**src/hw/rtl/zba_pkg.sv**
```systemverilog
// Shared types, constants and helper functions for the zone bitmap allocator.
// Used by every module of the block but zba_ram; depends on nothing else.

package zba_pkg;

	// Geometry of the usage bitmap. BITS_PER_MAP is a power of two and a multiple of 32.
	localparam int BITS_PER_MAP  = 8192;
	localparam int MAP_COUNT     = 8;
	localparam int WORD_BITS     = 32;
	localparam int WORDS_PER_MAP = BITS_PER_MAP / WORD_BITS;
	localparam int TOTAL_WORDS   = MAP_COUNT * WORDS_PER_MAP;

	localparam int BIT_IDX_W   = $clog2(WORD_BITS);
	localparam int MAP_SHIFT   = $clog2(BITS_PER_MAP);
	localparam int WPM_SHIFT   = MAP_SHIFT - BIT_IDX_W;
	localparam int WORD_ADDR_W = $clog2(TOTAL_WORDS);
	localparam int WORD_CNT_W  = $clog2(TOTAL_WORDS + 1);
	localparam int MAP_CNT_W   = $clog2(MAP_COUNT + 1);

	// Field and register widths.
	localparam int BLOCK_W    = 16;
	localparam int MAPS_REG_W = 4;
	localparam int STATUS_W   = 3;
	localparam int CFG_IDX_W  = 2;
	localparam int CFG_DATA_W = 16;

	// Zone arithmetic widths: a zone from a block number needs one bit more than the block.
	localparam int FOUND_W = WORD_ADDR_W + BIT_IDX_W;
	localparam int ZONE_W  = (FOUND_W > BLOCK_W + 1) ? FOUND_W : BLOCK_W + 1;
	localparam int NUM_W   = ((FOUND_W > BLOCK_W) ? FOUND_W : BLOCK_W) + 1;

	// Request queue between front and back.
	localparam int QUEUE_DEPTH = 2;
	localparam int QPTR_W      = $clog2(QUEUE_DEPTH);
	localparam int QCNT_W      = $clog2(QUEUE_DEPTH + 1);

	// Configuration register indexes.
	localparam logic [CFG_IDX_W-1:0] CFG_FIRST_DATA_ZONE = 2'd0;
	localparam logic [CFG_IDX_W-1:0] CFG_ZONE_COUNT      = 2'd1;
	localparam logic [CFG_IDX_W-1:0] CFG_MAPS_PRESENT    = 2'd2;

	// Register reset values.
	localparam logic [BLOCK_W-1:0]    FDZ_RESET  = 16'd0;
	localparam logic [BLOCK_W-1:0]    ZC_RESET   = 16'd65535;
	localparam logic [MAPS_REG_W-1:0] MAPS_RESET = 4'd8;

	// Result status codes.
	localparam logic [STATUS_W-1:0] ST_OK           = 3'd0;
	localparam logic [STATUS_W-1:0] ST_ALREADY_FREE = 3'd1;
	localparam logic [STATUS_W-1:0] ST_FREE_RANGE   = 3'd2;
	localparam logic [STATUS_W-1:0] ST_FULL         = 3'd3;
	localparam logic [STATUS_W-1:0] ST_ALLOC_RANGE  = 3'd4;

	// Request action codes.
	localparam logic ACT_ALLOC = 1'b0;
	localparam logic ACT_FREE  = 1'b1;

	// Classified command kinds.
	typedef enum logic [1:0] {
		CMD_ALLOC,
		CMD_FREE,
		CMD_REJECT
	} cmd_kind_t;

	typedef struct packed {
		cmd_kind_t              kind;
		logic [WORD_ADDR_W-1:0] word_addr;
		logic [BIT_IDX_W-1:0]   bit_idx;
	} cmd_t;

	// Live configuration seen by the back end.
	typedef struct packed {
		logic [BLOCK_W-1:0]    first_data_zone;
		logic [BLOCK_W-1:0]    zone_count;
		logic [WORD_CNT_W-1:0] words_end;
	} cfg_t;

	// Back end state machine.
	typedef enum logic [2:0] {
		BK_IDLE,
		BK_ALLOC_RD,
		BK_ALLOC_CHK,
		BK_ALLOC_FIN,
		BK_FREE_CHK,
		BK_RESP
	} bk_state_t;

	// Back end observation for the top-level checks.
	typedef struct packed {
		logic                  pop;
		logic [WORD_CNT_W-1:0] hint;
		logic [WORD_CNT_W-1:0] fill;
	} bk_stat_t;

	// Back end control outputs of one cycle.
	typedef struct packed {
		logic                   pop;
		logic                   ram_re;
		logic [WORD_ADDR_W-1:0] ram_raddr;
		logic                   ram_we;
		logic                   rsp_load;
	} bk_ctl_t;

	// Index of the lowest clear bit of a word; zero when the word is all ones.
	function automatic logic [BIT_IDX_W-1:0] lowest_clear(input logic [WORD_BITS-1:0] w);
		logic [BIT_IDX_W-1:0] idx;
		idx = '0;
		for (int i = WORD_BITS - 1; i >= 0; i--) begin
			if (!w[i]) begin
				idx = BIT_IDX_W'(i);
			end
		end
		return idx;
	endfunction

endpackage

```
**src/hw/rtl/zba_queue.sv**
```systemverilog
// Short command queue between the classifying front end and the back end.
// Depends on zba_pkg for the command type and queue depth.

module zba_queue (
	input  logic          clk,
	input  logic          arst_n,
	input  logic          push,
	input  zba_pkg::cmd_t push_cmd,
	output logic          full,
	input  logic          pop,
	output zba_pkg::cmd_t head,
	output logic          empty
);

	zba_pkg::cmd_t                  slot_q [zba_pkg::QUEUE_DEPTH];
	logic [zba_pkg::QPTR_W-1:0]     wr_ptr_q;
	logic [zba_pkg::QPTR_W-1:0]     rd_ptr_q;
	logic [zba_pkg::QCNT_W-1:0]     count_q;

	assign full  = (count_q == zba_pkg::QCNT_W'(zba_pkg::QUEUE_DEPTH));
	assign empty = (count_q == '0);
	assign head  = slot_q[rd_ptr_q];

	// Pointers and occupancy.
	always_ff @(posedge clk or negedge arst_n) begin
		if (!arst_n) begin
			wr_ptr_q <= '0;
			rd_ptr_q <= '0;
			count_q  <= '0;
		end else begin
			if (push) begin
				wr_ptr_q <= (wr_ptr_q == zba_pkg::QPTR_W'(zba_pkg::QUEUE_DEPTH - 1)) ?
					'0 : wr_ptr_q + 1'b1;
			end
			if (pop) begin
				rd_ptr_q <= (rd_ptr_q == zba_pkg::QPTR_W'(zba_pkg::QUEUE_DEPTH - 1)) ?
					'0 : rd_ptr_q + 1'b1;
			end
			if (push && !pop) begin
				count_q <= count_q + 1'b1;
			end else if (pop && !push) begin
				count_q <= count_q - 1'b1;
			end
		end
	end

	// Queue storage.
	always_ff @(posedge clk) begin
		if (push) begin
			slot_q[wr_ptr_q] <= push_cmd;
		end
	end

endmodule

```
**config.mk**
```make
export PLATFORM = sky130hd
export DESIGN_NAME = zba_queue
export DESIGN_NICKNAME = d
export VERILOG_FILES = /design/src/hw/rtl/zba_pkg.sv /design/src/hw/rtl/zba_queue.sv
export SDC_FILE = /design/constraint.sdc
export NUM_CORES = 1
export LEC_CHECK = 0
export BUFFER_PORTS_ARGS = -buffer_cell sky130_fd_sc_hd__buf_2
export CORE_MARGIN = 1
export CORE_UTILIZATION = 50
export DETAILED_ROUTE_END_ITERATION = 7
export PLACE_DENSITY_LB_ADDON = 0.05
export SLEW_MARGIN = 20
export SYNTH_ARGS = -nofsm -noshare
export SYNTH_HDL_FRONTEND = slang
export SYNTH_SLANG_ARGS = --single-unit
```
**constraint.sdc**
```tcl
create_clock -name clk -period 2.4 [get_ports clk]
set_clock_uncertainty 0.1 [all_clocks]
set_input_delay 0.48 -clock clk [delete_from_list [all_inputs] [get_ports clk]]
set_output_delay 0.48 -clock clk [all_outputs]
set_load 0.02 [all_outputs]
```
Word level (Yosys, flattened, before mapping)
Memory sizes are Yosys's and may differ from the RTL's. Cells that the tools add are included.

$add $sub $neg: 4. Equality and inequality tests: 1. Mux-type cells: 6. Reduce and logical (&&, ||, !) cells: 6.

Operators by type and width (count): $mux 1 (4); $mux 2 (2); $add 1x1->1 const B (2); $add 2x1->2 const B (1); $eq 2x2->1 const B (1); $logic_and 1x1->1 (2); $logic_not 1->1 (2); $logic_not 2->1 (1); $reduce_bool 2->1 (1); $sub 2x1->2 const B (1).

Bits in registers: 4. Bits in writable memories: 36. Output and inout port bits: 20. Logic and storage cells: 21. Memories: 1.

Memory list: slot_q (words 2, width 18, rd ports 1, clocked after Yosys merged registers in 0, write ports 1, line zba_queue.sv:15) `zba_pkg::cmd_t slot_q [zba_pkg::QUEUE_DEPTH];`.

Longest topological paths before layout
Depth in word-level cells: 4. Depth in mapped cells: 5. Mapped depth without buffers: 5.

Worst setup path after synthesis
OpenSTA, ideal clock, no wires.

Path type: input -> register. Start point: input push. End point: memory slot_q[0][0] in the netlist's numbering (enable). Arrival: 1.330 ns. Data required time: 1.905 ns. Slack: 0.576 ns. Stages on the path: 1. Cells stage by stage: nor2b_1.

Word-level cells in the longest chain between the ends: 2.

Ends and longest elaborated chain: start, declared (line zba_queue.sv:7) `input logic push,`; $mux 1 (line zba_queue.sv:49) `if (push) begin`; $mux 1 (implied by the code) (line zba_queue.sv:50) `slot_q[wr_ptr_q] <= push_cmd;`; end, declared (line zba_queue.sv:15).

Every way passes these cells.

==> out/qor.csv <==
metric;value;unit
min-delay-start;push_cmd[7];
grt_pass1_wl;3.194;mm
power_density;1136;mW/mm^2
dp_hpwl;1.515;mm
cp.required;1.82;ns
cts_resized;0;
grt_pass1_vias;751;
dieWidth;57.41;microns
die-area;0.003296;sq mm
critPathLaunchType;flip-flop;
htreeDepth;2;
drv_cap;0;
overflow;0;
drt_first_pass_iters;5;
holdPathStages;1;
drc_errors;2;
synth-main-ff-cell;edfxtp_1;
wl_per_cell;13.85;microns
cp-end-kind;primary output;
clock_latency;0.34;ns
period_needed;2.209;ns
setup_violations;0;
clkSinkCount;40;
drt_iter0_drc;12;
syn-num-nets;95;
hold_end;slot_q[0][7];
netlist_area;0.001535;sq mm
multi_input_area;321.6;sq um
antenna_cells;0;
clk_pin_slew;0.13;ns
setup_tns;0;ns
ant_nets;0;
avgSynthCellArea;21.32;sq um
ir_worst_vdd;0.0005872;V
synth_common_cells;edfxtp_1 (36), mux2_2 (9), mux2_4 (9), dfrtp_1 (4), xor2_1 (4);
power;2.105;mW
reg2reg_from;wr_ptr_q;
synthCells;72;
io_pins;42;
critPathBufInv;2;
synth_edf_count;36;
worstPathCellList;buf_4 -> mux2_2 -> buf_2;
yosys.area.top_type;edfxtp_1;
rsz0062_at_grt;no;
num_vias;771;
cts_tree;done;
ff2ff_path_depth;2;
drt-total-wl;2.147;mm
hold_class;input pin to flip-flop;
violations;design-rule violations;
worstSetupPathType;flip-flop to primary output;
fill_cells;204;
nets;146;
synth.distinct_cells;13;
yosysWarnings;0;
critical_path_arrival;1.63;ns
post-synth-top-count-cell;edfxtp_1;
cts_buffers;5;
slew_headroom;71.65;%
cts_root_buf;clkbuf_4;
post-route-util;65.46;%
period_share;92.05;%
cts.path.max_buffers;2;
dieHeight;57.41;microns
core_area;0.002829;sq mm
r2r-end;slot_q[1][12];
finalHoldViolations;0;
slew_viol_final;0;
drive_gt1_share;58.06;%
grt_start_max_net_pins;16;
tightest_slew;0.4252;ns
grt_usage;13.92;%
rows;19;
synth_top_area_share;70.42;%
cpLargestDelayFamily;buffers and inverters;
regArea;0.001181;sq mm
gp_congestion;0.6266;
p_leak;0.7541;nW
max_stage_delay;0.46;ns
io_buffers;41;
status;finished, violations left;
start_util;54.27;%
antenna_found_initial;0;
synth-seq-cells;40;
vias_per_cell;4.974;
synthTopCellsByArea;edfxtp_1 (70%), mux2_4 (8.8%), mux2_2 (6.6%);
async_reset_ff_share;10.00;%
crit_fanout;15;
rrSetupSlack;0.91;ns
cp_slowest_cell;dfrtp_1;
syn2layout_area_growth;20.62;%
ys_seq_area_share;76.94;%
fmax;452.7;MHz
==> repair_timing <==
item	4_1_cts	5_1_grt
hold endpoints to repair	4	0
buffers inserted	0	0
hold buffers	1	0
setup endpoints to repair	0	0
==> per-layer routing <==
| metal | wire, microns | up-vias | global-route usage (%) |
|---|---|---|---|
| met5 | 0 | - | 0 |
| met4 | 36 | 0 | 6.272 |
| met3 | 131 | 5 | 6.803 |
| met2 | 1134 | 25 | 23.92 |
| met1 | 844 | 367 | 14.22 |
| li1 | - | 374 | - |
==> report_power, final <==
| group | total [mW] | switching, mW | internal (mW) |
|---|---|---|---|
| Combinational | 0.768 | 0.421 | 0.347 |
| Sequential | 0.997 | 0.0653 | 0.932 |
| Clock | 0.340 | 0.225 | 0.115 |
==> through the flow <==
stage	instances	instance area [sq um]	worst slack, ns	hold WS, ns
6_report	155	1852	0.1909	0.2032
5_1_grt	155	1852	0.1067	0.1855
4_1_cts	155	1852	0.1535	0.1877
3_5_place_dp	146	1780	0.5654	0.1910
3_3_place_gp	146	1780	0.5807	0.1922
2_1_floorplan	72	1535	0.5757	0.08441
==> logic make-up after synthesis <==
group | synth area share [%]
buffers and inverters | 2.282
multiplexers | 15.40
adder cells (fa/ha/maj) | 0.8149
AND/OR/NAND/NOR | 1.712
flip-flops | 76.94
XOR/XNOR | 2.852
==> cells in the final DEF (no fill, tap or decap), drive strengths merged <==
| cell | netlist | final |
|---|---|---|
| buf | 2 | 45 |
| clkbuf | 0 | 5 |
| xor2 | 4 | 4 |
| dlygate4sd3 | 0 | 1 |
| nor2b | 2 | 2 |
| clkinv | 0 | 1 |
| ha | 1 | 1 |
| edfxtp | 36 | 36 |
| dfrtp | 4 | 4 |
| inv | 1 | 1 |
| and2 | 1 | 1 |
| nor2 | 2 | 2 |
| mux2 | 18 | 18 |
| xnor2 | 1 | 1 |
| clkinvlp | 0 | 2 |
==> worst max path at each step <==
| stage | from | to | slack [ns] | depth (start not counted) |
|---|---|---|---|---|
| after floorplan | push | slot_q[0][0] | 0.58 | 1 |
| after global placement | rd_ptr_q | head[9] | 0.58 | 3 |
| after detailed placement | rd_ptr_q | head[4] | 0.57 | 3 |
| after CTS | rd_ptr_q | head[3] | 0.15 | 3 |
| after global routing | rd_ptr_q | head[3] | 0.11 | 3 |
| final | rd_ptr_q | head[3] | 0.19 | 3 |
==> layout make-up <==
class,count,area share (%)
Clock buffer,5,2.027
Clock inverter,3,1.284
Inverter,1,0.2027
Multi-Input combinational cell,29,17.36
Sequential cell,40,63.78
Tap cell,31,2.095
Timing Repair Buffer,46,13.24
==> registers in the layout (all words and copies together), names as in the netlist <==
name and flops:
slot_q 36, count_q 2, rd_ptr_q 1, wr_ptr_q 1
Note: power is estimated with default switching activity, not from simulation.
