$ cat src/hw/rtl/zba_pkg.sv
// Shared types, constants and helper functions for the zone bitmap allocator.
// Used by every module of the block but zba_ram; depends on nothing else.

package zba_pkg;

	// Geometry of the usage bitmap. BITS_PER_MAP is a power of two and a multiple of 32.
	localparam int BITS_PER_MAP  = 8192;
	localparam int MAP_COUNT     = 8;
	localparam int WORD_BITS     = 32;
	localparam int WORDS_PER_MAP = BITS_PER_MAP / WORD_BITS;
	localparam int TOTAL_WORDS   = MAP_COUNT * WORDS_PER_MAP;

	localparam int BIT_IDX_W   = $clog2(WORD_BITS);
	localparam int MAP_SHIFT   = $clog2(BITS_PER_MAP);
	localparam int WPM_SHIFT   = MAP_SHIFT - BIT_IDX_W;
	localparam int WORD_ADDR_W = $clog2(TOTAL_WORDS);
	localparam int WORD_CNT_W  = $clog2(TOTAL_WORDS + 1);
	localparam int MAP_CNT_W   = $clog2(MAP_COUNT + 1);

	// Field and register widths.
	localparam int BLOCK_W    = 16;
	localparam int MAPS_REG_W = 4;
	localparam int STATUS_W   = 3;
	localparam int CFG_IDX_W  = 2;
	localparam int CFG_DATA_W = 16;

	// Zone arithmetic widths: a zone from a block number needs one bit more than the block.
	localparam int FOUND_W = WORD_ADDR_W + BIT_IDX_W;
	localparam int ZONE_W  = (FOUND_W > BLOCK_W + 1) ? FOUND_W : BLOCK_W + 1;
	localparam int NUM_W   = ((FOUND_W > BLOCK_W) ? FOUND_W : BLOCK_W) + 1;

	// Request queue between front and back.
	localparam int QUEUE_DEPTH = 2;
	localparam int QPTR_W      = $clog2(QUEUE_DEPTH);
	localparam int QCNT_W      = $clog2(QUEUE_DEPTH + 1);

	// Configuration register indexes.
	localparam logic [CFG_IDX_W-1:0] CFG_FIRST_DATA_ZONE = 2'd0;
	localparam logic [CFG_IDX_W-1:0] CFG_ZONE_COUNT      = 2'd1;
	localparam logic [CFG_IDX_W-1:0] CFG_MAPS_PRESENT    = 2'd2;

	// Register reset values.
	localparam logic [BLOCK_W-1:0]    FDZ_RESET  = 16'd0;
	localparam logic [BLOCK_W-1:0]    ZC_RESET   = 16'd65535;
	localparam logic [MAPS_REG_W-1:0] MAPS_RESET = 4'd8;

	// Result status codes.
	localparam logic [STATUS_W-1:0] ST_OK           = 3'd0;
	localparam logic [STATUS_W-1:0] ST_ALREADY_FREE = 3'd1;
	localparam logic [STATUS_W-1:0] ST_FREE_RANGE   = 3'd2;
	localparam logic [STATUS_W-1:0] ST_FULL         = 3'd3;
	localparam logic [STATUS_W-1:0] ST_ALLOC_RANGE  = 3'd4;

	// Request action codes.
	localparam logic ACT_ALLOC = 1'b0;
	localparam logic ACT_FREE  = 1'b1;

	// Classified command kinds.
	typedef enum logic [1:0] {
		CMD_ALLOC,
		CMD_FREE,
		CMD_REJECT
	} cmd_kind_t;

	typedef struct packed {
		cmd_kind_t              kind;
		logic [WORD_ADDR_W-1:0] word_addr;
		logic [BIT_IDX_W-1:0]   bit_idx;
	} cmd_t;

	// Live configuration seen by the back end.
	typedef struct packed {
		logic [BLOCK_W-1:0]    first_data_zone;
		logic [BLOCK_W-1:0]    zone_count;
		logic [WORD_CNT_W-1:0] words_end;
	} cfg_t;

	// Back end state machine.
	typedef enum logic [2:0] {
		BK_IDLE,
		BK_ALLOC_RD,
		BK_ALLOC_CHK,
		BK_ALLOC_FIN,
		BK_FREE_CHK,
		BK_RESP
	} bk_state_t;

	// Back end observation for the top-level checks.
	typedef struct packed {
		logic                  pop;
		logic [WORD_CNT_W-1:0] hint;
		logic [WORD_CNT_W-1:0] fill;
	} bk_stat_t;

	// Back end control outputs of one cycle.
	typedef struct packed {
		logic                   pop;
		logic                   ram_re;
		logic [WORD_ADDR_W-1:0] ram_raddr;
		logic                   ram_we;
		logic                   rsp_load;
	} bk_ctl_t;

	// Index of the lowest clear bit of a word; zero when the word is all ones.
	function automatic logic [BIT_IDX_W-1:0] lowest_clear(input logic [WORD_BITS-1:0] w);
		logic [BIT_IDX_W-1:0] idx;
		idx = '0;
		for (int i = WORD_BITS - 1; i >= 0; i--) begin
			if (!w[i]) begin
				idx = BIT_IDX_W'(i);
			end
		end
		return idx;
	endfunction

endpackage

$ cat src/hw/rtl/zba_front.sv
// Front end: configuration registers, request acceptance and classification.
// Depends on zba_pkg; feeds zba_queue.

module zba_front (
	input  logic                             clk,
	input  logic                             arst_n,
	input  logic                             req_valid,
	output logic                             req_stall,
	input  logic                             action,
	input  logic [zba_pkg::BLOCK_W-1:0]      block_number,
	input  logic                             cfg_valid,
	output logic                             cfg_ready,
	input  logic [zba_pkg::CFG_IDX_W-1:0]    cfg_index,
	input  logic [zba_pkg::CFG_DATA_W-1:0]   cfg_data,
	input  logic                             q_full,
	output logic                             q_push,
	output zba_pkg::cmd_t                    q_cmd,
	output zba_pkg::cfg_t                    cfg
);

	logic [zba_pkg::BLOCK_W-1:0]    fdz_q;
	logic [zba_pkg::BLOCK_W-1:0]    zc_q;
	logic [zba_pkg::MAPS_REG_W-1:0] maps_q;
	logic [zba_pkg::MAP_CNT_W-1:0]  maps_en;
	logic [zba_pkg::ZONE_W-1:0]     zone;
	logic                           out_of_zone;
	logic                           no_map;

	// Configuration registers; writes are always taken.
	assign cfg_ready = 1'b1;

	always_ff @(posedge clk or negedge arst_n) begin
		if (!arst_n) begin
			fdz_q  <= zba_pkg::FDZ_RESET;
			zc_q   <= zba_pkg::ZC_RESET;
			maps_q <= zba_pkg::MAPS_RESET;
		end else if (cfg_valid) begin
			case (cfg_index)
				zba_pkg::CFG_FIRST_DATA_ZONE: begin
					fdz_q <= cfg_data;
				end
				zba_pkg::CFG_ZONE_COUNT: begin
					zc_q <= cfg_data;
				end
				zba_pkg::CFG_MAPS_PRESENT: begin
					maps_q <= cfg_data[zba_pkg::MAPS_REG_W-1:0];
				end
				default: begin
				end
			endcase
		end
	end

	// Number of maps in use, capped at the maps that exist.
	always_comb begin
		if (32'(maps_q) > zba_pkg::MAP_COUNT) begin
			maps_en = zba_pkg::MAP_CNT_W'(zba_pkg::MAP_COUNT);
		end else begin
			maps_en = zba_pkg::MAP_CNT_W'(maps_q);
		end
	end

	assign cfg.first_data_zone = fdz_q;
	assign cfg.zone_count      = zc_q;
	assign cfg.words_end       = zba_pkg::WORD_CNT_W'(maps_en) << zba_pkg::WPM_SHIFT;

	// Free requests: range checks and mapping of the block to a word and bit.
	assign zone        = zba_pkg::ZONE_W'(block_number) - zba_pkg::ZONE_W'(fdz_q) +
		zba_pkg::ZONE_W'(1);
	assign out_of_zone = (block_number < fdz_q) || (block_number >= zc_q);
	assign no_map      = (32'(zone >> zba_pkg::MAP_SHIFT) >= 32'(maps_en));

	always_comb begin
		q_cmd.word_addr = zone[zba_pkg::FOUND_W-1:zba_pkg::BIT_IDX_W];
		q_cmd.bit_idx   = zone[zba_pkg::BIT_IDX_W-1:0];
		if (action == zba_pkg::ACT_ALLOC) begin
			q_cmd.kind = zba_pkg::CMD_ALLOC;
		end else if (out_of_zone || no_map) begin
			q_cmd.kind = zba_pkg::CMD_REJECT;
		end else begin
			q_cmd.kind = zba_pkg::CMD_FREE;
		end
	end

	// A request is taken whenever the queue has room.
	assign req_stall = q_full;
	assign q_push    = req_valid && !q_full;

endmodule

$ cat config.mk
export PLATFORM = sky130hd
export DESIGN_NAME = zba_front
export DESIGN_NICKNAME = d
export VERILOG_FILES = /design/src/hw/rtl/zba_pkg.sv /design/src/hw/rtl/zba_front.sv
export SDC_FILE = /design/constraint.sdc
export NUM_CORES = 1
export LEC_CHECK = 0
export BUFFER_PORTS_ARGS = -buffer_cell sky130_fd_sc_hd__buf_2
export CAP_MARGIN = 10
export CORE_MARGIN = 5
export CORE_UTILIZATION = 40
export DETAILED_ROUTE_END_ITERATION = 16
export PLACE_DENSITY = 0.61
export SKIP_CTS_REPAIR_TIMING = 1
export SYNTH_ARGS = -nofsm -noshare
export SYNTH_HDL_FRONTEND = slang
export SYNTH_SLANG_ARGS = --single-unit
$ cat constraint.sdc
create_clock -name clk -period 16 [get_ports clk]
set_input_delay 4.8 -clock clk [delete_from_list [all_inputs] [get_ports clk]]
set_output_delay 4.8 -clock clk [all_outputs]
set_load 0.005 [all_outputs]
Word level (Yosys, flattened, before mapping)
Index checks and enable logic that the tools add are counted.
W data, S select, Z words.
{ "word_totals": {"reg_bits": 36, "inputBits": 40, "out_inout_bits": 65, "wordCells": 22} }
{ "op_classes": {"add_sub_neg": 2, "order_cmp": 4, "eq_ne": 2, "muxes": 3, "reduce_logical": 8} }
{ "ops": {"columns": ["op", "n"], "rows": [
  ["$add A17 B1 Y17 const B", 1],
  ["$sub A16 B16 Y17", 1],
  ["$ge A16 B16 Y1", 1],
  ["$lt A16 B16 Y1", 1],
  ["$reduce_and A2 Y1", 3],
  ["$ge A4 B4 Y1", 1],
  ["$gt A4 B4 Y1 const B", 1],
  ["$mux W2", 2],
  ["$mux W4", 1],
  ["$eq A2 B1 Y1 const B", 1],
  ["$eq A2 B2 Y1 const B", 1],
  ["$logic_not A2 Y1", 1],
  ["$logic_or A1 B1 Y1", 2],
  ["$logic_and A1 B1 Y1", 1],
  ["$logic_not A1 Y1", 1]
]} }

Depth between registers and ports, before layout
Gate-level depths: netlist of the first run.
{ "logic_depth": {"depth_word": 6, "ltp_mapped": 16, "depth_no_buf": 16} }

Least setup slack after synthesis of the first run
Ideal clock, no wire load.
{ "synth_path": {"path_kind": "input -> output", "from": "input block_number[1] (netlist bit)", "to": "output q_cmd[16] (netlist bit)", "arrival_time_ps": 7868, "required_time_ps": 11200, "path_slack_ps": 3332, "cell_stages": 16, "path_buffers": 0, "cell_sequence": "inv_1 ha_1 inv_1 ha_1 inv_1 fa_1 o21bai_1 a221oi_1 o31ai_1 mux2i_1 or2_1 ha_1 nand2b_1 a211oi_1 o211ai_1 nor4_1"} }
{ "synth_rtl": {"columns": ["item", "line", "source"], "rows": [
  ["start: declaration", "zba_front.sv:10", "input logic [zba_pkg::BLOCK_W-1:0] block_number,"],
  ["end: declaration", "zba_front.sv:17", "output zba_pkg::cmd_t q_cmd,"]
]} }

==> flow_summary.json, run 1 <==
{
  "run_status": "finished clean",
  "netSwitchingFraction_pct": 38.8,
  "p_per_area_nw_per_um2": 112,
  "multi_input_area_sq_um": 2060,
  "die_height_um": 100,
  "timing.critical_path.max_delay_family": "compound AO/OA/AOI/OAI gates",
  "antenna_violating_nets_post_route": 0,
  "worstSetupPathDepth": 18,
  "synth.most_common_cell": "sky130_fd_sc_hd__inv_1",
  "grt_max_degree": 37,
  "asyncSetResetFlopFracSynth_pct": 100,
  "worst_setup_path_end_kind": "output port",
  "power.sequential.fraction_pct": 28.8,
  "flow.area_growth_from_synthesis_pct": 20.4,
  "critPathMaxStageDelay_ps": 420,
  "tritoncts_num_sinks": 36,
  "final.fill_count": 818,
  "rsz0062_at_grt": "false",
  "synthDominantAreaCellType": "sky130_fd_sc_hd__ha_1",
  "route.detailed.drc": 0,
  "synth-seq-cells": 36,
  "timing.hold.worst.class": "reg2reg",
  "post_dp_cell_area_sq_um": 3810,
  "final_layout_setup_total_negative_slack_ps": 0,
  "crit_chain": "buf_2 > inv_1 > ha_1 > inv_1 > ha_1 > inv_1 > fa_1 > o21bai_1 > a221oi_1 > o31ai_1 > mux2i_1 > or2_1 > ha_1 > nand2b_1 > a211oi_1 > o211ai_1 > o31a_1 > buf_2",
  "io_buffers": 95,
  "post-route-min-period_ps": 13300,
  "synth_sequential_area_ratio_pct": 28.3,
  "cts_inserted_buffers": 5,
  "grt_pass1_wl_mm": 13.5,
  "timing.final.max_slew_violations": 0,
  "global_route.usage.total_pct": 16.8,
  "initial_utilization_pct": 40.3,
  "postLayoutCellArea_sq_um": 3920,
  "finalWeightedCongestion": 0.829,
  "reg2reg_to": "maps_q[3]",
  "worstRegToRegCells": 1,
  "r2r-start": "maps_q[3]",
  "grt-ovfl-total": 0,
  "coreArea_sq_um": 8090,
  "worst_setup_path_endpoint": "q_cmd[17]",
  "antenna-diode-count": 0,
  "max_cap_violations": 0,
  "slew_margin_rel_pct": 41.8,
  "layout.nets": 548,
  "worst-path-buf-inv": 5,
  "library_cell_contributing_the_largest_single_delay_on_the_critical_path": "sky130_fd_sc_hd__o31ai_1",
  "intPower_w": 0.000268,
  "root_buffer": "sky130_fd_sc_hd__clkbuf_8",
  "maximum_clock_frequency_mhz": 75.2,
  "rows": 33,
  "vias": 2716,
  "synth_flop_cell": "sky130_fd_sc_hd__dfrtp_1",
  "power.leakage_nw": 2.07,
  "vdd.ir_drop.worst_v": 0.0000499,
  "post_synth_main_area_contributors": "sky130_fd_sc_hd__ha_1 20%, sky130_fd_sc_hd__dfrtp_1 15%, sky130_fd_sc_hd__dfstp_2 14%, sky130_fd_sc_hd__mux2_2 6.9%, sky130_fd_sc_hd__inv_1 6.5%",
  "die_w_um": 100,
  "ios": 105,
  "synthCells": 352,
  "element_type_at_the_critical_path_start": "input port",
  "syn-mean-instance-area_sq_um": 9.26,
  "yosysUniqueCellTypes": 51,
  "setup.worst_path.class": "in2out",
  "worst_slew_pin_slew_ps": 870,
  "worst_ep_required_time_ps": 11200,
  "seqCellArea_sq_um": 922,
  "synthesis_warnings": 0,
  "clkSlewWorstSetupHoldPaths_ps": 70,
  "routedWlPerCell_um": 14.9,
  "synth_top_area_share_pct": 20.4,
  "place_hpwl_mm": 6.93,
  "grt_pass1_vias": 2724,
  "switchingPower_w": 0.000170,
  "iteration_0_drc_markers": 102,
  "pwr-share-clk_pct": 18.6,
  "max-clock-path-buffers": 2,
  "tritoncts": "yes",
  "vias_per_cell": 4.91,
  "drive_gt1_share_pct": 32.4,
  "post_synth_edffs": 0,
  "clk_latency_ps": 290,
  "post_synth_most_frequent_cells": "56 x sky130_fd_sc_hd__inv_1, 53 x sky130_fd_sc_hd__ha_1, 25 x sky130_fd_sc_hd__nand2_1, 24 x sky130_fd_sc_hd__o21ai_0, 20 x sky130_fd_sc_hd__mux2_2",
  "antenna_found_initial": 0,
  "top_fanout_value_on_the_critical_path": 3,
  "crit_start": "block_number[1]",
  "clock_tree.htree_level_count": 2,
  "share_comb_of_total_power_pct": 52.6,
  "synth_area_sq_um": 3260,
  "r2r_setup_slack_ps": 15220,
  "fin_worst_skew_ps": 0,
  "number_of_endpoints_with_negative_hold_slack_in_the_final_report": 0,
  "total_die_area_sq_um": 10100,
  "drt_total_wl_mm": 8.24,
  "finalSetupViolCount": 0,
  "layout_worst_path_cycle_share_pct": 83.1,
  "worst-endpoint-arrival_ps": 8500,
  "drt_pre_antenna_iters": 4
}
==> power groups by stage <==
stage | combinational [W] | clock [W] | sequential [W]
floorplan | 0.000148 | 0 | 0.000127
global placement | 0.000227 | 0 | 0.000127
detailed placement | 0.000232 | 0 | 0.000128
CTS | 0.000234 | 0.0000829 | 0.000126
global route | 0.000264 | 0.0000881 | 0.000129
finish | 0.000230 | 0.0000815 | 0.000126
==> through the flow <==
step | util, % | total power, W | hold WS [ps] | instances | setup slack (ps)
6_report | 48.5 | 0.000438 | 524 | 553 | 2700
2_1_floorplan | - | 0.000275 | 471 | 359 | 3330
5_1_grt | 48.5 | 0.000481 | 555 | 553 | 2340
3_3_place_gp | 47.1 | 0.000354 | 503 | 545 | 2830
4_1_cts | 48.5 | 0.000443 | 524 | 553 | 2740
3_5_place_dp | 47.1 | 0.000360 | 505 | 545 | 2760
==> per-layer routing <==
layer / part of all wire, % / vias to the layer above / track usage, % / wire length, um
met5: 0 / - / 0 / 0
met4: 1.5 / 0 / 4.97 / 127
met3: 5.2 / 10 / 2.92 / 426
met2: 47 / 73 / 26.8 / 3850
met1: 47 / 1249 / 23.4 / 3840
li1: - / 1384 / - / -
==> cell families (layout without fill, tap and decap cells) <==
| group | count (synthesis) | after routing | share of synthesized area [%] |
|---|---|---|---|
| other | 2 | 9 | 0.231 |
| buffers and inverters | 71 | 160 | 9.33 |
| XOR/XNOR | 8 | 8 | 2.15 |
| AO/OA/AOI/OAI | 73 | 73 | 14.7 |
| AND/OR/NAND/NOR | 80 | 80 | 12.8 |
| flip-flops | 36 | 36 | 28.3 |
| multiplexers | 21 | 21 | 7.22 |
| adder cells (fa/ha/maj) | 61 | 61 | 25.3 |
==> placed cells by master, fill, tap and decap left out, drive strengths merged, types with 2 or more instances in the layout <==
cell	n
nor3b	3
a211o	4
nand3	2
nand2b	8
o21ai	24
a221oi	3
xor2	4
a31oi	3
o211ai	4
nor3	4
ha	53
clkbuf	5
nand3b	3
conb	9
nand4	4
nor2b	6
and3	3
a211oi	3
xnor2	4
fa	8
inv	56
o21a	4
buf	96
dfstp	17
a21oi	12
a21o	4
nor2	14
o31a	2
nand2	25
dfrtp	19
mux2	20
==> layout make-up <==
| cell class | instances | area share [%] |
|---|---|---|
| Clock inverter | 3 | 1.08 |
| Tap cell | 105 | 3.35 |
| Sequential cell | 36 | 23.5 |
| Timing Repair Buffer | 96 | 12.3 |
| Multi-Input combinational cell | 252 | 52.6 |
| Inverter | 56 | 5.36 |
| Clock buffer | 5 | 1.75 |
==> worst min path at each step <==
stage          cells past startpoint       from   endpoint  slack (ps)
6_report                           1  maps_q[0]  maps_q[0]         520
3_3_place_gp                       1  maps_q[0]  maps_q[0]         500
2_1_floorplan                      1  maps_q[0]  maps_q[0]         470
4_1_cts                            1  maps_q[0]  maps_q[0]         520
3_5_place_dp                       1  maps_q[0]  maps_q[0]         510
5_1_grt                            1  maps_q[2]  maps_q[2]         560
==> state kept, by name, indices dropped and copies added (netlist names) <==
name and cells:
maps_q 4, zc_q 16, fdz_q 16
Power figures use the tool's default switching activity.
==> run 2, diff against run 1 <==
--- a/config.mk
+++ b/config.mk
@@ -5,6 +5,7 @@
 export SDC_FILE = /design/constraint.sdc
 export NUM_CORES = 1
 export LEC_CHECK = 0
+export ABC_AREA = 1
 export BUFFER_PORTS_ARGS = -buffer_cell sky130_fd_sc_hd__buf_2
 export CAP_MARGIN = 10
 export CORE_MARGIN = 5
==> constraint.sdc (replaced) <==
create_clock -name clk -period 12.4 [get_ports clk]
set_input_delay 3.72 -clock clk [delete_from_list [all_inputs] [get_ports clk]]
set_output_delay 3.72 -clock clk [all_outputs]
set_load 0.005 [all_outputs]
==> run 2 against run 1 <==
Final area is 3.5% higher. Worst hold slack got worse by 25 ps. Total power increased by 26%. Synthesized cell count increased by 34%. Synthesized area increased by 5.1%. Final cell count grew 21%. Count of clock-buffer cells in the layout grew 1. Critical path depth is 5 higher.
==> flow_summary.json, run 2 <==
{
  "run_status": "finished clean",
  "vias_per_cell": 4.71,
  "finalPower_w": 0.000554,
  "final_layout_setup_total_negative_slack_ps": 0,
  "leading_cell_type_in_the_layout_fill_and_taps_excluded": "sky130_fd_sc_hd__nand2_1",
  "max_cap_violations": 0,
  "tritoncts": "yes",
  "p_per_area_nw_per_um2": 136,
  "antenna_found_initial": 0,
  "synth_sequential_area_ratio_pct": 26.9,
  "slew_margin_rel_pct": 30.9,
  "grt_pass1_vias": 3055,
  "coreArea_sq_um": 8260,
  "layout_worst_path_cycle_share_pct": 83.1,
  "grt_pass1_wl_mm": 14.1,
  "synth_compound_gate_area_share_pct": 9.72,
  "synth_flop_cell": "sky130_fd_sc_hd__dfrtp_1",
  "grt-ovfl-total": 0,
  "top_fanout_value_on_the_critical_path": 4,
  "die_w_um": 103,
  "routedWlPerCell_um": 12.8,
  "timing.final.max_slew_violations": 0,
  "synthesis_warnings": 0,
  "maximum_clock_frequency_mhz": 97.1,
  "final_cells": 670,
  "vias": 3155,
  "grt_max_degree": 37,
  "iteration_0_drc_markers": 80,
  "global_route.usage.total_pct": 16.8,
  "worst_slew_pin_slew_ps": 1030,
  "layout.nets": 665,
  "power.leakage_nw": 2.39,
  "max-clock-path-buffers": 2,
  "clk_latency_ps": 280,
  "drt_pre_antenna_iters": 4,
  "synth_mux_area_share_pct": 0,
  "timing.hold.worst.class": "reg2reg",
  "rsz0062_at_grt": "false",
  "vdd.ir_drop.worst_v": 0.0000895,
  "drive_gt1_share_pct": 23.4,
  "syn-mean-instance-area_sq_um": 7.24,
  "worst_setup_path_end_kind": "output port",
  "post_synth_edffs": 0,
  "final.fill_count": 847,
  "fin_worst_skew_ps": 0,
  "post_route_utilization_pct": 49.1,
  "library_cell_contributing_the_largest_single_delay_on_the_critical_path": "sky130_fd_sc_hd__fa_1",
  "synth_top_area_share_pct": 19.4,
  "die_height_um": 103,
  "worst-endpoint-arrival_ps": 6580,
  "post_synth_main_area_contributors": "sky130_fd_sc_hd__ha_1 19%, sky130_fd_sc_hd__dfrtp_1 14%, sky130_fd_sc_hd__nand2_1 13%, sky130_fd_sc_hd__dfstp_2 13%, sky130_fd_sc_hd__inv_1 11%",
  "synth_area_sq_um": 3420,
  "worst-path-buf-inv": 7,
  "yosys.area_share.xor_xnor_pct": 2.81,
  "route.detailed.drc": 0,
  "yosysUniqueCellTypes": 33,
  "root_buffer": "sky130_fd_sc_hd__clkbuf_8",
  "dp_cells": 662,
  "element_type_at_the_critical_path_start": "input port",
  "finalWeightedCongestion": 0.916,
  "synth-seq-cells": 36,
  "total_die_area_sq_um": 10500,
  "synthDominantAreaCellType": "sky130_fd_sc_hd__ha_1",
  "clock_tree.htree_level_count": 2,
  "io_buffers": 95,
  "clkSlewWorstSetupHoldPaths_ps": 70,
  "setup.worst_path.class": "in2out",
  "cts_inserted_buffers": 5,
  "crit_chain": "buf_2 > inv_1 > ha_1 > inv_1 > ha_1 > inv_1 > fa_1 > inv_1 > nand3_1 > nand2_2 > nand3_1 > nand3_1 > xor2_1 > ha_1 > o21ai_0 > nand2_1 > nand2_1 > nand2_1 > a21oi_1 > nand3_1 > nand2_1 > inv_1 > buf_2",
  "ios": 105,
  "critPathMaxStageDelay_ps": 390,
  "rows": 33,
  "post_dp_cell_area_sq_um": 3950,
  "number_of_endpoints_with_negative_hold_slack_in_the_final_report": 0,
  "post-route-min-period_ps": 10300,
  "place_hpwl_mm": 7.36,
  "drt_total_wl_mm": 8.56,
  "synth_simple_gate_area_share_pct": 21.9,
  "reg_top3": "fdz_q (16), zc_q (16), maps_q (4)",
  "synth_adder_area_share_pct": 24.0,
  "synthCells": 473,
  "synth_top_family_by_area": "adder cells",
  "flow.area_growth_from_synthesis_pct": 18.5,
  "post_synth_most_frequent_cells": "122 x sky130_fd_sc_hd__nand2_1, 98 x sky130_fd_sc_hd__inv_1, 53 x sky130_fd_sc_hd__ha_1, 39 x sky130_fd_sc_hd__o21ai_0, 23 x sky130_fd_sc_hd__nor2_1",
  "worst_ep_required_time_ps": 8680,
  "mostFrequentLayoutCells": "122 x sky130_fd_sc_hd__nand2_1, 98 x sky130_fd_sc_hd__inv_1, 95 x sky130_fd_sc_hd__buf_2",
  "antenna_violating_nets_post_route": 0,
  "initial_utilization_pct": 41.5,
  "tritoncts_num_sinks": 36,
  "synth.most_common_cell": "sky130_fd_sc_hd__nand2_1",
  "timing.critical_path.mode_cell": "sky130_fd_sc_hd__inv_1",
  "postLayoutCellArea_sq_um": 4060,
  "asyncSetResetFlopFracSynth_pct": 100,
  "timing.critical_path.max_delay_family": "adder cells",
  "finalSetupViolCount": 0,
  "antenna-diode-count": 0
}
## run 2: cell families (layout without fill, tap and decap cells)
logic type,Yosys count,in the layout
and+or+nand+nor,180,180
buffers and inverters,121,206
AOI/OAI and AO/OA,62,62
adders and majority gates,61,61
DFF,36,36
xor gates and xnor gates,11,11
other,2,9
## run 2: through the flow
step                setup WS (ps)  hold WS [ps]
finish                       2100           498
CTS                          2100           495
global route                 1840           522
detailed placement           2110           477
floorplan                    2580           453
global placement             2170           478
## run 2: final timing paths
kind                            startpoint         to  slack, ps  cells after the start
max                        block_number[1]  q_cmd[17]       2100                     23
min                              maps_q[2]  maps_q[2]        500                      2
max reg2reg                        zc_q[8]    zc_q[8]      11550                      2
min reg2reg                      maps_q[2]  maps_q[2]        500                      2
max in group asynchronous           arst_n   fdz_q[2]       8400                      1
min in group asynchronous           arst_n  fdz_q[13]       3510                      1
## run 2: layout make-up
class	count	area, sq um	area share, %
multi-input combinational	323	2030	50.1
sequential	36	922	22.7
timing repair buffer	95	475	11.7
inverter	103	387	9.53
tap	105	131	3.24
clock buffer	6	72.6	1.79
clock inverter	2	35.0	0.863
## run 2: worst register-to-register path, stage by stage (launching register included)
cell and delay (ps):
sky130_fd_sc_hd__dfstp_2 560, sky130_fd_sc_hd__nand2_1 50, sky130_fd_sc_hd__o21ai_0 130
## run 2: metal layers
| layer | up-vias | GRT usage [%] | share of wire [%] |
|---|---|---|---|
| li1 | 1629 | - | - |
| met1 | 1433 | 22.1 | 46 |
| met3 | 11 | 2.17 | 5.1 |
| met4 | 0 | 4.64 | 1.5 |
| met5 | - | 0 | 0 |
| met2 | 82 | 28.9 | 47 |
## run 2: power by group
group	internal (W)	leakage, nW	switching [W]
clock network	0.0000597	0.0552	0.0000409
registers	0.000143	0.415	0.0000195
logic	0.000122	1.92	0.000169
==> run 3, diff against run 2 <==
--- a/config.mk
+++ b/config.mk
@@ -11,7 +11,7 @@
 export CORE_MARGIN = 5
 export CORE_UTILIZATION = 40
 export DETAILED_ROUTE_END_ITERATION = 16
-export PLACE_DENSITY = 0.61
+export PLACE_DENSITY = 0.63
 export SKIP_CTS_REPAIR_TIMING = 1
 export SYNTH_ARGS = -nofsm -noshare
 export SYNTH_HDL_FRONTEND = slang
==> constraint.sdc (replaced) <==
create_clock -name clk -period 8.4 [get_ports clk]
set_input_delay 2.52 -clock clk [delete_from_list [all_inputs] [get_ports clk]]
set_output_delay 2.52 -clock clk [all_outputs]
set_load 0.005 [all_outputs]
==> run 3 against run 2 <==
Wire length fell by 0.41%. Register-to-register slack got worse by 4000 ps. Combinational power grew 48%. Critical path type unchanged. Largest cell class unchanged. Largest power group unchanged.
==> flow_summary.json, run 3 (same netlist as run 2, synthesis figures left out) <==
{
  "antenna_found_initial": 0,
  "drt_total_wl_mm": 8.52,
  "clk_latency_ps": 280,
  "finalPower_w": 0.000792,
  "clkSlewWorstSetupHoldPaths_ps": 70,
  "grt_pass1_vias": 3001,
  "setup.worst_path.class": "in2out",
  "layout_worst_path_cycle_share_pct": 93.8,
  "layout.nets": 665,
  "finalWeightedCongestion": 0.883,
  "antenna_violating_nets_post_route": 0,
  "total_die_area_sq_um": 10500,
  "rsz0062_at_grt": "false",
  "final_layout_setup_total_negative_slack_ps": 0,
  "timing.hold.worst.class": "reg2reg",
  "vias": 3074,
  "grt-ovfl-total": 0,
  "grt_max_degree": 37,
  "number_of_endpoints_with_negative_hold_slack_in_the_final_report": 0,
  "mostFrequentLayoutCells": "122 x sky130_fd_sc_hd__nand2_1, 98 x sky130_fd_sc_hd__inv_1, 95 x sky130_fd_sc_hd__buf_2",
  "flow.area_growth_from_synthesis_pct": 18.0,
  "post-route-min-period_ps": 7880,
  "worst-endpoint-arrival_ps": 5360,
  "slew_margin_rel_pct": 27.6,
  "ios": 105,
  "finalSetupViolCount": 0,
  "route.detailed.drc": 0,
  "netSwitchingFraction_pct": 42.1,
  "worst_ep_required_time_ps": 5880,
  "tritoncts": "yes",
  "fin_worst_skew_ps": 0,
  "rows": 33,
  "switchingPower_w": 0.000333,
  "cts_inserted_buffers": 5,
  "drive_gt1_share_pct": 23.2,
  "die_height_um": 103,
  "p_per_area_nw_per_um2": 196,
  "power.leakage_nw": 2.38,
  "share_comb_of_total_power_pct": 54.3,
  "intPower_w": 0.000459,
  "die_w_um": 103,
  "io_buffers": 95,
  "max-clock-path-buffers": 2,
  "drt_pre_antenna_iters": 4,
  "vdd.ir_drop.worst_v": 0.000130,
  "leading_cell_type_in_the_layout_fill_and_taps_excluded": "sky130_fd_sc_hd__nand2_1",
  "initial_utilization_pct": 41.5,
  "place_hpwl_mm": 7.35,
  "reg_top3": "fdz_q (16), zc_q (16), maps_q (4)",
  "maximum_clock_frequency_mhz": 127,
  "max_cap_violations": 0,
  "iteration_0_drc_markers": 75,
  "global_route.usage.total_pct": 16.8,
  "pwr-share-clk_pct": 15.6,
  "coreArea_sq_um": 8260,
  "vias_per_cell": 4.59,
  "tritoncts_num_sinks": 36,
  "element_type_at_the_critical_path_start": "input port",
  "antenna-diode-count": 0,
  "run_status": "finished clean",
  "power.sequential.fraction_pct": 30.1,
  "worst_setup_path_end_kind": "output port",
  "root_buffer": "sky130_fd_sc_hd__clkbuf_8",
  "worst_slew_pin_slew_ps": 1080,
  "dp_slack_ps": 518,
  "grt_pass1_wl_mm": 14.2,
  "clock_tree.htree_level_count": 2,
  "top_fanout_value_on_the_critical_path": 4,
  "routedWlPerCell_um": 12.7,
  "fin_ws_ps": 518,
  "timing.final.max_slew_violations": 0
}
[run 3: changes by cell type in the layout (fill, tap and decap cells not counted), sizes merged]
cell    delta
clkinv     -1
bufinv     -1
clkbuf     +2
[run 3: worst paths after layout]
kind                                 start         to  slack, ps  depth (start not counted)
hold / removal                   maps_q[1]  maps_q[1]        500                          2
min in group asynchronous           arst_n   fdz_q[0]       2310                          1
setup / recovery           block_number[1]  q_cmd[17]        520                         23
setup reg to reg                   zc_q[6]    zc_q[6]       7560                          2
hold reg to reg                  maps_q[1]  maps_q[1]        500                          2
max in group asynchronous           arst_n  fdz_q[15]       5590                          1
[run 3: cell type report]
cell class                      instances  area, sq um
Multi-Input combinational cell        323         2030
Timing Repair Buffer                   95          475
Inverter                              103          387
Tap cell                              105          131
Clock buffer                            8         90.1
Sequential cell                        36          922
Fill cell                             869         4220
[run 3: power groups by stage]
stage	clock [W]	sequential [W]	combinational, W
after floorplan	0	0.000236	0.000282
after global placement	0	0.000242	0.000426
after detailed placement	0	0.000242	0.000435
after CTS	0.000128	0.000239	0.000438
after global routing	0.000136	0.000243	0.000501
final	0.000124	0.000239	0.000430
[run 3: routing by layer]
layer	GRT usage (%)	part of all wire, %	vias up
met1	23.0	47	1372
met2	28.1	46	75
met3	2.50	5.2	5
li1	-	-	1622
met5	0	0	-
met4	3.94	0.97	0
[run 3: stage by stage]
stage	instances	hold slack, ps	util (%)	instance area [sq um]
after floorplan	480	453	-	3450
after global placement	662	478	47.8	3950
after detailed placement	662	477	47.8	3950
after CTS	670	494	48.9	4040
after global routing	670	528	48.9	4040
final	670	495	48.9	4040
[run 3: worst max-delay path, stage by stage]
cell                      delay (ps)
sky130_fd_sc_hd__buf_2           110
sky130_fd_sc_hd__inv_1            50
sky130_fd_sc_hd__ha_1            290
sky130_fd_sc_hd__inv_1            60
sky130_fd_sc_hd__ha_1            160
sky130_fd_sc_hd__inv_1            50
sky130_fd_sc_hd__fa_1            390
sky130_fd_sc_hd__inv_1            90
sky130_fd_sc_hd__nand3_1          90
sky130_fd_sc_hd__nand2_2         120
sky130_fd_sc_hd__nand3_1          80
sky130_fd_sc_hd__nand3_1         140
sky130_fd_sc_hd__xor2_1          180
sky130_fd_sc_hd__ha_1            250
sky130_fd_sc_hd__o21ai_0         160
sky130_fd_sc_hd__nand2_1          70
sky130_fd_sc_hd__nand2_1          60
sky130_fd_sc_hd__nand2_1          50
sky130_fd_sc_hd__a21oi_1         120
sky130_fd_sc_hd__nand3_1         120
sky130_fd_sc_hd__nand2_1          70
sky130_fd_sc_hd__inv_1            30
sky130_fd_sc_hd__buf_2           110
